--- src/rtl/cqi_pkg.sv ---
// shared types and constants of the cubic quadrature integrator
`timescale 1ns / 1ps
package cqi_pkg;
	localparam int BND_W = 16;
	localparam int CNT_W = 13;
	localparam int AREA_W = 40;
	localparam int DVD_W = 48;
	localparam int MUL_W = 33;
	localparam int DEF_MAX_INTERVALS = 4096;
	localparam logic OP_TRAP = 1'b0;
	localparam logic OP_SIMP = 1'b1;

	typedef struct packed {
		logic start;
		logic [DVD_W-1:0] dividend;
		logic [CNT_W-1:0] divisor;
	} div_req_t;
endpackage

--- src/rtl/cqi_div.sv ---
// iterative restoring divider, one quotient bit per cycle
`timescale 1ns / 1ps
module cqi_div (
	input logic clk,
	input logic arst_n,
	input cqi_pkg::div_req_t req,
	output logic done,
	output logic [cqi_pkg::DVD_W-1:0] quotient
);
	import cqi_pkg::*;
	localparam int R_W = CNT_W + 1;
	localparam int C_W = $clog2(DVD_W + 1);

	logic [DVD_W-1:0] dvd_q;
	logic [R_W-1:0] rem_q;
	logic [CNT_W-1:0] dvs_q;
	logic [C_W-1:0] cnt_q;
	logic busy_q;
	logic done_q;
	logic [R_W-1:0] shifted;
	logic take;

	assign shifted = {rem_q[R_W-2:0], dvd_q[DVD_W-1]};
	assign take = shifted >= {1'b0, dvs_q};

	always_ff @(posedge clk or negedge arst_n) begin
		if (!arst_n) begin
			busy_q <= 1'b0;
			done_q <= 1'b0;
			cnt_q <= '0;
		end else begin
			done_q <= busy_q && !req.start && (cnt_q == C_W'(DVD_W - 1));
			if (req.start) begin
				busy_q <= 1'b1;
				cnt_q <= '0;
			end else if (busy_q) begin
				cnt_q <= cnt_q + 1'b1;
				if (cnt_q == C_W'(DVD_W - 1)) busy_q <= 1'b0;
			end
		end
	end

	always_ff @(posedge clk) begin
		if (req.start) begin
			dvd_q <= req.dividend;
			dvs_q <= req.divisor;
			rem_q <= '0;
		end else if (busy_q) begin
			rem_q <= take ? (shifted - {1'b0, dvs_q}) : shifted;
			dvd_q <= {dvd_q[DVD_W-2:0], take};
		end
	end

	assign done = done_q;
	assign quotient = dvd_q;
endmodule

--- src/rtl/cqi_mul.sv ---
// shared registered signed multiplier
`timescale 1ns / 1ps
module cqi_mul (
	input logic clk,
	input logic signed [cqi_pkg::MUL_W-1:0] a,
	input logic signed [cqi_pkg::MUL_W-1:0] b,
	output logic signed [2*cqi_pkg::MUL_W-1:0] p
);
	import cqi_pkg::*;
	logic signed [2*MUL_W-1:0] p_q;

	always_ff @(posedge clk) begin
		p_q <= a * b;
	end

	assign p = p_q;
endmodule

--- src/rtl/cubic_quadrature_integrator.sv ---
// top level: sequencer of the trapezoid and simpson integrator of x^3+10x+1
// For one request (n saturated to MAX_INTERVALS), the step size takes a pass through
// the bit-serial divider and its registered done flag, each of the n+1 sample points
// needs two passes through the shared multiplier and one accumulate step, the final
// product takes the states ST_MP_LO, ST_MP_HI and ST_MP_SUM, the scale by 2 is a shift
// and the scale by 3 is a divide by three done 12 bits at a time. in_ready is high
// only while the sequencer is idle; a finished result waits in the output register
// while the next request is taken. A zero interval count returns error with area 0
// and the block is ready again once the result leaves ST_DONE for the output register.
`timescale 1ns / 1ps
module cubic_quadrature_integrator #(
	parameter int MAX_INTERVALS = cqi_pkg::DEF_MAX_INTERVALS
) (
	input logic clk,
	input logic arst_n,
	input logic in_valid,
	output logic in_ready,
	input logic op,
	input logic signed [cqi_pkg::BND_W-1:0] lower_bound,
	input logic signed [cqi_pkg::BND_W-1:0] upper_bound,
	input logic [cqi_pkg::CNT_W-1:0] interval_count,
	output logic out_valid,
	input logic out_ready,
	output logic signed [cqi_pkg::AREA_W-1:0] area,
	output logic error
);
	import cqi_pkg::*;
	localparam int X_W = 30;
	localparam int S_W = 48;
	localparam int F_W = 34;
	localparam int D3_W = 12;
	localparam logic [DVD_W-1:0] POS_LIM = 48'h7F_FFFF_FFFF;
	localparam logic [DVD_W-1:0] NEG_LIM = 48'h80_0000_0000;

	typedef enum logic [3:0] {
		ST_IDLE, ST_DIV_H, ST_SQ, ST_CB, ST_AC, ST_MP_LO, ST_MP_HI, ST_MP_SUM,
		ST_DIV_A, ST_SAT, ST_DONE
	} state_t;

	state_t state_q;
	logic op_q, neg_h_q, neg_a_q, err_q, out_valid_q, out_err_q;
	logic signed [BND_W-1:0] lo_q, hi_q;
	logic [CNT_W-1:0] n_q, idx_q;
	logic signed [X_W-1:0] h_q, x_q, x_cur_q;
	logic signed [S_W-1:0] sum_q;
	logic [2*MUL_W-1:0] p_lo_q;
	logic signed [AREA_W-1:0] res_q, area_q;
	logic [DVD_W-1:0] q3_q;
	logic [1:0] r3_q;
	logic [1:0] cnt3_q;

	div_req_t dreq;
	logic div_done;
	logic [DVD_W-1:0] quo;
	logic signed [MUL_W-1:0] ma, mb;
	logic signed [2*MUL_W-1:0] mp;

	logic in_acc;
	logic out_load;
	logic [CNT_W-1:0] n_sat;
	logic signed [BND_W:0] diff;
	logic [BND_W:0] diff_mag;
	logic signed [X_W-1:0] x_sel, hi24;
	logic signed [2*MUL_W-1:0] ps24, ps32;
	logic signed [F_W-1:0] xe, tx, fval;
	logic signed [S_W-1:0] fe, wf;
	logic [S_W-1:0] sm;
	logic [X_W-1:0] hmag;
	logic [71:0] prod;
	logic [D3_W+1:0] d3;

	// one chunk of a divide by three, msb first: {remainder, quotient bits}
	function automatic logic [D3_W+1:0] div3_chunk(logic [1:0] r, logic [D3_W-1:0] d);
		logic [1:0] rr;
		logic [2:0] t;
		logic [D3_W-1:0] q;
		rr = r;
		q = '0;
		for (int k = D3_W - 1; k >= 0; k--) begin
			t = {rr, d[k]};
			q[k] = (t >= 3'd3);
			rr = q[k] ? 2'(t - 3'd3) : t[1:0];
		end
		return {rr, q};
	endfunction

	cqi_div u_div (.clk(clk), .arst_n(arst_n), .req(dreq), .done(div_done), .quotient(quo));
	cqi_mul u_mul (.clk(clk), .a(ma), .b(mb), .p(mp));

	assign in_ready = (state_q == ST_IDLE);
	assign in_acc = in_valid && in_ready;
	assign out_load = (state_q == ST_DONE) && (!out_valid_q || out_ready);
	assign n_sat = (32'(interval_count) > MAX_INTERVALS) ? CNT_W'(MAX_INTERVALS)
		: interval_count;
	assign diff = 17'(upper_bound) - 17'(lower_bound);
	assign diff_mag = diff[BND_W] ? 17'(-diff) : 17'(diff);

	assign hi24 = X_W'(hi_q) <<< 12;
	assign x_sel = (idx_q == n_q) ? hi24 : x_q;
	assign ps24 = mp >>> 24;
	assign ps32 = mp >>> 32;
	assign xe = F_W'(x_cur_q);
	assign tx = ((xe <<< 3) + (xe <<< 1)) >>> 8;
	assign fval = ps32[F_W-1:0] + tx + F_W'(65536);
	assign fe = S_W'(fval);
	assign sm = sum_q[S_W-1] ? S_W'(-sum_q) : S_W'(sum_q);
	assign hmag = h_q[X_W-1] ? X_W'(-h_q) : X_W'(h_q);
	assign prod = 72'(p_lo_q) + (72'(mp) << 21);
	assign d3 = div3_chunk(r3_q, q3_q[DVD_W-1:DVD_W-D3_W]);

	always_comb begin
		if (idx_q == '0 || idx_q == n_q) wf = fe;
		else if (op_q == OP_SIMP && idx_q[0]) wf = fe <<< 2;
		else wf = fe <<< 1;
	end

	always_comb begin
		ma = '0;
		mb = '0;
		case (state_q)
			ST_SQ: begin
				ma = MUL_W'(x_sel);
				mb = MUL_W'(x_sel);
			end
			ST_CB: begin
				ma = ps24[MUL_W-1:0];
				mb = MUL_W'(x_cur_q);
			end
			ST_MP_LO: begin
				ma = $signed(MUL_W'(sm[20:0]));
				mb = $signed(MUL_W'(hmag));
			end
			ST_MP_HI: begin
				ma = $signed(MUL_W'(sm[41:21]));
				mb = $signed(MUL_W'(hmag));
			end
			default: begin
				ma = '0;
				mb = '0;
			end
		endcase
	end

	always_comb begin
		dreq.start = 1'b0;
		dreq.dividend = '0;
		dreq.divisor = '0;
		if (in_acc && interval_count != '0) begin
			dreq.start = 1'b1;
			dreq.dividend = DVD_W'({diff_mag, 12'b0});
			dreq.divisor = n_sat;
		end
	end

	always_ff @(posedge clk or negedge arst_n) begin
		if (!arst_n) begin
			state_q <= ST_IDLE;
			out_valid_q <= 1'b0;
			out_err_q <= 1'b0;
			area_q <= '0;
			err_q <= 1'b0;
			idx_q <= '0;
			n_q <= '0;
			sum_q <= '0;
			h_q <= '0;
			op_q <= 1'b0;
			lo_q <= '0;
			hi_q <= '0;
			neg_h_q <= 1'b0;
			neg_a_q <= 1'b0;
			x_q <= '0;
			x_cur_q <= '0;
			p_lo_q <= '0;
			res_q <= '0;
			q3_q <= '0;
			r3_q <= '0;
			cnt3_q <= '0;
		end else begin
			if (out_load) out_valid_q <= 1'b1;
			else if (out_ready) out_valid_q <= 1'b0;
			case (state_q)
				ST_IDLE: begin
					if (in_acc) begin
						op_q <= op;
						lo_q <= lower_bound;
						hi_q <= upper_bound;
						neg_h_q <= diff[BND_W];
						if (interval_count == '0) begin
							err_q <= 1'b1;
							res_q <= '0;
							state_q <= ST_DONE;
						end else begin
							err_q <= 1'b0;
							n_q <= n_sat;
							state_q <= ST_DIV_H;
						end
					end
				end
				ST_DIV_H: begin
					if (div_done) begin
						h_q <= neg_h_q ? X_W'(-$signed({1'b0, quo[X_W-2:0]}))
							: $signed({1'b0, quo[X_W-2:0]});
						x_q <= X_W'(lo_q) <<< 12;
						idx_q <= '0;
						sum_q <= '0;
						state_q <= ST_SQ;
					end
				end
				ST_SQ: begin
					x_cur_q <= x_sel;
					state_q <= ST_CB;
				end
				ST_CB: state_q <= ST_AC;
				ST_AC: begin
					sum_q <= sum_q + wf;
					if (idx_q == n_q) begin
						state_q <= ST_MP_LO;
					end else begin
						idx_q <= idx_q + 1'b1;
						x_q <= x_q + h_q;
						state_q <= ST_SQ;
					end
				end
				ST_MP_LO: begin
					neg_a_q <= sum_q[S_W-1] ^ h_q[X_W-1];
					state_q <= ST_MP_HI;
				end
				ST_MP_HI: begin
					p_lo_q <= mp;
					state_q <= ST_MP_SUM;
				end
				ST_MP_SUM: begin
					r3_q <= '0;
					cnt3_q <= '0;
					if (op_q == OP_SIMP) begin
						q3_q <= prod[71:24];
						state_q <= ST_DIV_A;
					end else begin
						q3_q <= {1'b0, prod[71:25]};
						state_q <= ST_SAT;
					end
				end
				ST_DIV_A: begin
					r3_q <= d3[D3_W+1:D3_W];
					q3_q <= {q3_q[DVD_W-D3_W-1:0], d3[D3_W-1:0]};
					cnt3_q <= cnt3_q + 1'b1;
					if (cnt3_q == 2'd3) state_q <= ST_SAT;
				end
				ST_SAT: begin
					if (neg_a_q) res_q <= (q3_q > NEG_LIM) ? $signed(NEG_LIM[AREA_W-1:0])
						: AREA_W'(-$signed(q3_q));
					else res_q <= (q3_q > POS_LIM) ? $signed(POS_LIM[AREA_W-1:0])
						: $signed(q3_q[AREA_W-1:0]);
					state_q <= ST_DONE;
				end
				ST_DONE: begin
					if (out_load) begin
						area_q <= res_q;
						out_err_q <= err_q;
						state_q <= ST_IDLE;
					end
				end
				default: state_q <= ST_IDLE;
			endcase
		end
	end

	assign out_valid = out_valid_q;
	assign area = area_q;
	assign error = out_err_q;
endmodule

--- config.mk ---
export PLATFORM = sky130hd
export DESIGN_NAME = cubic_quadrature_integrator
export DESIGN_NICKNAME = d
export VERILOG_FILES = /design/src/rtl/cqi_pkg.sv /design/src/rtl/cqi_div.sv /design/src/rtl/cqi_mul.sv /design/src/rtl/cubic_quadrature_integrator.sv
export SDC_FILE = /design/constraint.sdc
export NUM_CORES = 2
export LEC_CHECK = 0
export BUFFER_PORTS_ARGS = -buffer_cell sky130_fd_sc_hd__buf_4
export CORE_MARGIN = 1
export CORE_UTILIZATION = 71
export DETAILED_ROUTE_END_ITERATION = 8
export PLACE_DENSITY = 0.87
export REMOVE_ABC_BUFFERS = 1
export SETUP_SLACK_MARGIN = 0.2
export SYNTH_ARGS = -nofsm -noshare
export SYNTH_HDL_FRONTEND = slang
export SYNTH_HIERARCHICAL = 1
export SYNTH_SLANG_ARGS = --single-unit
--- constraint.sdc ---
create_clock -name clk -period 25.4 [get_ports clk]
set_input_delay 1.27 -clock clk [delete_from_list [all_inputs] [get_ports clk]]
set_output_delay 1.27 -clock clk [all_outputs]
set_load 0.02 [all_outputs]
; ---- Yosys cells after proc, flatten, opt, wreduce, memory -nomap -nowiden
; Index checks and enable logic that the tools add are counted.
[classes]
n_eq_ne = 19
reduce_logical = 28
multipliers = 1
add_sub_neg = 28
n_mux = 60
bitwise = 2
magnitude_cmp = 16
[op_table]
columns = cell, n
row1 = $mux W40, 5
row2 = $mux W48, 4
row3 = $pmux W48 S2, 2
row4 = $mux W30, 5
row5 = $pmux W33 S4, 1
row6 = $pmux W33 S3, 1
row7 = $pmux W40 S2, 1
row8 = $add A66 B72 Y72, 1
row9 = $mux W35, 2
row10 = $mul A33 B33 Y66, 1
row11 = $mux W62, 1
row12 = $pmux W30 S2, 1
row13 = $mux W13, 4
row14 = $add A48 B36 Y48, 1
row15 = $gt A48 B39 Y1 const B, 1
row16 = $gt A48 B40 Y1 const B, 1
row17 = $pmux W4 S11, 1
row18 = $mux W42, 1
row19 = $neg A42 Y42, 1
row20 = $neg A40 Y40, 1
row21 = $ge A3 B2 Y1 const B, 12
row22 = $add A33 B31 Y34, 1
row23 = $add A34 B17 Y34 const B, 1
row24 = $add A34 B34 Y34, 1
row25 = other kinds (42), 103
[totals]
output_inout_bits = 43
in_bits = 50
reg_bits = 552
wordCells = 182

; ---- Logic depth before layout (Yosys ltp)
[depth]
depth_word = 25
ltp_mapped = 53
ltp_nobuf = 53

; ---- By module
; The synthesis kept the hierarchy.
[by_module_without_submodules]
columns = mod, area_per_inst_um2, cells_per_inst, seq_area_each_um2, instances
row1 = cqi_mul, 40572.7, 4346, 1321.3, 1
row2 = cubic_quadrature_integrator, 30842.1, 3762, 9584.2, 1
row3 = cqi_div, 4057.6, 310, 2292.2, 1

; ---- Worst setup path before layout
; Ideal clock, no wire load.
[synth_path]
path_kind = reg2reg
start = register r3_q[0]
end = register r3_q[1]
path_buffers = 0
arrival_time_ns = 10.448
slack_ns = 14.831
path_stages_with_launch = 53
period_less_slack_ns = 10.569
setup_ns = 0.122
required_ns = 25.278
path_cell_list = dfrtp_1 -> ha_1 -> or3_1 -> o21a_1 -> ha_1 -> nor3_1 -> a22o_1 -> a21oi_1 -> ha_1 -> or3_1 -> o22ai_2 -> a21oi_4 -> ha_1 -> nor3_1 -> mux2_2 -> nor2_2 -> o21ai_0 -> o21a_1 -> [17 not listed] -> a22o_1 -> ha_1 -> inv_1 -> o31a_1 -> mux2i_1 -> ha_1 -> or4_4 -> and3_1 -> a21oi_1 -> ha_1 -> nor2_1 -> nand4_1 -> a21oi_1 -> a31o_2 -> ha_1 -> nor3b_1 -> a31oi_1 -> a32o_1
[synth_between]
elab_chain_len = 25
elab_cells_between_ends = 37
classes_between = add/sub: 12 / order compare: 12 / mux: 13
[synth_lines]
columns = element, line_no
row1 = from (decl), cubic_quadrature_integrator.sv:49  ; logic [1:0] r3_q;
row2 = from (signal assigned), cubic_quadrature_integrator.sv:244  ; r3_q <= d3[D3_W+1:D3_W];
row3 = $ge A3 B2 Y1 / $sub A2 B2 Y2 (equally long branches), "cubic_quadrature_integrator.sv:81, cubic_quadrature_integrator.sv:82"
row4 = $mux W2 (*), cubic_quadrature_integrator.sv:82  ; rr = q[k] ? 2'(t - 3'd3) : t[1:0];
row5 = $ge A3 B2 Y1 / $sub A2 B2 Y2 (equally long branches), "cubic_quadrature_integrator.sv:81, cubic_quadrature_integrator.sv:82"
row6 = $mux W2 (*), cubic_quadrature_integrator.sv:82
row7 = $ge A3 B2 Y1 / $sub A2 B2 Y2 (equally long branches), "cubic_quadrature_integrator.sv:81, cubic_quadrature_integrator.sv:82"
row8 = $mux W2 (*), cubic_quadrature_integrator.sv:82
row9 = $ge A3 B2 Y1 / $sub A2 B2 Y2 (equally long branches), "cubic_quadrature_integrator.sv:81, cubic_quadrature_integrator.sv:82"
row10 = $mux W2 (*), cubic_quadrature_integrator.sv:82
row11 = [9 not listed], -
row12 = $mux W2 (*), cubic_quadrature_integrator.sv:82
row13 = $ge A3 B2 Y1 / $sub A2 B2 Y2 (equally long branches), "cubic_quadrature_integrator.sv:81, cubic_quadrature_integrator.sv:82"
row14 = $mux W2 (*), cubic_quadrature_integrator.sv:82
row15 = $ge A3 B2 Y1 / $sub A2 B2 Y2 (equally long branches), "cubic_quadrature_integrator.sv:81, cubic_quadrature_integrator.sv:82"
row16 = $mux W2 (*), cubic_quadrature_integrator.sv:82
row17 = $ge A3 B2 Y1 / $sub A2 B2 Y2 (equally long branches), "cubic_quadrature_integrator.sv:81, cubic_quadrature_integrator.sv:82"
row18 = $mux W2 (*), cubic_quadrature_integrator.sv:82
row19 = $pmux W2 S2 (*), cubic_quadrature_integrator.sv:181  ; case (state_q)
; Mark *: on every way between the ends. The rest lies on a longest branch, timed or not.
; A chain may end at the register's enable or synchronous reset.

; ---- Worst setup path after layout
[layout_path]
start = register sum_q[7]
end = register u_mul.p_q[52], in the netlist u_mul/p[52]
[layout_between]
elab_chain_len = 4
[layout_lines]
columns = element, line_no
row1 = from (decl), cubic_quadrature_integrator.sv:45  ; logic signed [S_W-1:0] sum_q;
row2 = from (signal assigned), cubic_quadrature_integrator.sv:215  ; sum_q <= sum_q + wf;
row3 = $neg A42 Y42, cubic_quadrature_integrator.sv:106  ; assign sm = sum_q[S_W-1] ? S_W'(-sum_q) : S_W'(sum_q);
row4 = $mux W42, cubic_quadrature_integrator.sv:106
row5 = $pmux W33 S4, cubic_quadrature_integrator.sv:120  ; case (state_q)
row6 = via ma[18], cubic_quadrature_integrator.sv:55  ; logic signed [MUL_W-1:0] ma, mb;
row7 = $mul A33 B33 Y66, cqi_mul.sv:13  ; p_q <= a * b;
row8 = to (signal assigned), cqi_mul.sv:13
row9 = to (decl), cqi_mul.sv:10  ; logic signed [2*MUL_W-1:0] p_q;
; The timed path passes the listed nets, and every way through them passes these cells.

==> metrics.md <==
| Metric | Value |
|---|---|
| Slowest stage delay, CP | between 1000 and 1500 ps |
| EDFF count, synth | 61 |
| Core footprint | roughly 110000 um2 |
| Hold-fix buffers, CTS | 0 |
| Top-area cell type share of the netlist area | 30.50% |
| Synth Register Bits | 531 |
| Post-synthesis async set-or-reset flop share | 73.63% |
| Peak Freq | around 0.083 GHz |
| Commonest non-fill, non-tap cell in the layout | inv_1 |
| Post-cts sizing count | 0 |
| Largest area contributor in the netlist | fa_1 |
| Ys flop type | dfrtp_1 |
| Total Wirelength | ~220000 um |
| Synth Warn # | 6 |
| Crit share post-route | a little under half |
| Number of global-route vias before repair | around 65k |
| Die Wd | around 330 um |
| Clock buffer depth | 3 |
| Rows | 119 |
| Multi-input gate area in the final layout | ~56000 um2 |
| Buffer count from post-CTS setup fixing | 0 |
| Cell count after synthesis | 8418 |
| DR vias | around 62k |
| Worst-case vdd ir drop | about 0.063 mV |
| Unrepaired setup endpoints after global routing | no |
| Residual DRC | 0 |
| CTS Root Cell | clkbuf_16 |
| Drt via density | roughly 6.4 |
| Area growth syn-to-layout | 5.429% |
| DR pass1 iterations | 9 |
| Overall die height | ~330 um |
| Min Tclk post-route | between 10000 and 15000 ps |
| Final nets | approximately 10k |
| Initial antenna violation count | 16 |
| ANT nets after route | 0 |
| Skew-Pair Late Insertion Delay | between 600 and 700 ps |
| Kind of critical path | register to register |
| First-pass GRT wire length | between 300000 and 400000 um |
| Tot Pwr | 1.832 mW |
| Synth unique cells | 105 |
| Max Slew Vio Count | 0 |
| Slowest stage cell, crit path | o21ai_2 |
| Setup crit end kind | register |
| Worst Skew | roughly 47 ps |
| Endpoints failing setup | 0 |
| Filler cells | ~7.3k |
| DPL Wire Length | ~160000 um |
| CTS Buf Count | between 50 and 60 |
| Hold Worst Slack | around 470 ps |
| GPL Wtd Cong | 1.006 |
| Mapped Avg Cell Area | about 9.0 um2 |
| Final hold vios | 0 |
| Outcome | completed |
| Fin Setup TNS | 0 ps |
| IO Port Bufs | between 90 and 100 |
| Sequential element share of the synthesized area | between 15 and 20% |
| DRT iter0 DRCs | ~6.6k |
| H-tree depth | 2 |
| Crit-path max FO | 16 |
| CP required | roughly 26000 ps |
| Total grt overflow | 0 |
| Hold crit path type | register to register |
| Die area | around 110000 um2 |
| Routed length per instance | 22.77 um |
| Most frequent cells in the layout | inv_1 (1287), fa_1 (1150), nand2_1 (1056) |
| Fin worst setup slack | 13330 ps |
| Share of cells above drive strength 1 | under 10% |
| Actual slew at the worst max-slew pin | 1355 ps |
| Initial Utilization | 71.70% |
| GRT Total Usage | 41.97% |
| Leakage power | about 41 nW |
| Synth top area cells | fa_1 (31%), dfrtp_1 (13%), ha_1 (8.0%) |
| Flip-flop and latch area | roughly 13000 um2 |
| TritonCTS clock tree | done |
| Max Cap Viol | 0 |
| Cell mode on critical path | fa_1 |
| Clock Sinks | roughly 530 |
| Max_slew headroom | 9.674% |
| Power Density | between 20 and 25 nW/um2 |
| Critical Path Start Type | register |
| IO Pins | 93 |
| Reg clk slew, reported paths | about 70 ps |
| Worst slack, placed | about 14000 ps |
| Critical path arrival | 12600 ps |
| Pin count of the biggest net entering global routing | ~160 |
| Synthesized area | between 70000 and 80000 um2 |
-- sequential cells by signal, summed over array words and instances, names as in the netlist, 16 cells and up --
| name | count |
|---|---|
| sum_q | 48 |
| area | 40 |
| x_cur_q | 30 |
| res_q | 40 |
| h_q | 30 |
| u_mul/p | 66 |
| q3_q | 48 |
| x_q | 30 |
| lo_q | 16 |
| hi_q | 16 |
| u_div/quotient | 48 |
| p_lo_q | 45 |
-- path summary, 6_finish.rpt --
path	endpoint	depth (start not counted)	slack (ps)	start
max in group asynchronous	q3_q[7]	3	22500	arst_n
max reg2reg	u_mul/p[52]	33	13330	sum_q[7]
max	u_mul/p[52]	33	13330	sum_q[7]
min	h_q[29]	2	470	h_q[29]
min in group asynchronous	n_q[0]	1	670	arst_n
min reg2reg	h_q[29]	2	470	h_q[29]
-- area by class of cell --
class                   count  share of cell area (%)
clock inverters            28                  0.4890
diodes                      5                 0.01572
repair buffers            202                   1.931
flip-flops and latches    531                   16.59
clock buffers              76                   2.104
inverters                1289                   6.081
multi-input cells        6208                   70.60
well taps                1391                   2.187
-- worst max-delay path, delay by kind of cell (launching register included) --
family,cells,cell delay [ps]
xor gates and xnor gates,1,150
and+or+nand+nor,12,3610
AOI/OAI and AO/OA,7,3110
DFF,1,430
adders and majority gates,9,4430
buffers and inverters,4,210
-- stage by stage --
| stage | cells | utilization, % | area [um2] |
|---|---|---|---|
| after floorplan | 8028 | - | 73960 |
| final | 9730 | 75.59 | 79570 |
| after global placement | 9621 | 73.62 | 77490 |
| after CTS | 9725 | 75.58 | 79560 |
| after global routing | 9725 | 75.58 | 79560 |
| after detailed placement | 9621 | 73.62 | 77490 |
-- report_power, final --
part / switching, mW / internal [mW] / leakage (nW)
Sequential: 0.00000000000000000437 / 0.855 / 6.22
Combinational: 0.0361 / 0.0201 / 34.2
Clock: 0.382 / 0.538 / 0.998
-- kinds of logic after synthesis --
| family | Yosys count | synth area share (%) |
|---|---|---|
| and+or+nand+nor | 2545 | 16.38 |
| buffers and inverters | 1709 | 8.561 |
| adders and majority gates | 1630 | 38.46 |
| AOI/OAI and AO/OA | 1500 | 12.88 |
| DFF | 531 | 17.49 |
| xor gates and xnor gates | 361 | 4.189 |
| muxes | 141 | 2.039 |
| other | 1 | 0.004969 |
-- Yosys cell counts (33+ instances only) --
| master | n |
|---|---|
| clkbuf_1 | 382 |
| nor3_1 | 90 |
| dfxtp_1 | 79 |
| nand2b_1 | 59 |
| o21bai_1 | 40 |
| ha_1 | 480 |
| nand2_1 | 1058 |
| fa_1 | 1150 |
| dfrtp_1 | 391 |
| xnor2_1 | 189 |
| nor4_1 | 33 |
| mux2i_1 | 44 |
| mux2_2 | 94 |
| nor2_1 | 334 |
| xor2_1 | 172 |
| or3_1 | 62 |
| nand3_1 | 89 |
| o31ai_1 | 64 |
| a21oi_1 | 341 |
| and3_1 | 46 |
| inv_1 | 1288 |
| o21ai_0 | 438 |
| and2_1 | 590 |
| edfxtp_1 | 61 |
| nor2b_1 | 47 |
| a21o_1 | 146 |
| nand4_1 | 36 |
| a211oi_1 | 65 |
| o21a_1 | 49 |
| o211ai_1 | 35 |
-- routing by layer --
layer / track usage [%] / up-vias / part of all wire, %
met1: 51.56 / 30520 / 36
met4: 23.01 / 6 / 6.5
met5: 0 / - / 0.019
met3: 8.998 / 1037 / 10
li1: - / 26860 / -
met2: 69.27 / 3675 / 47
Power figures use the tool's default switching activity.
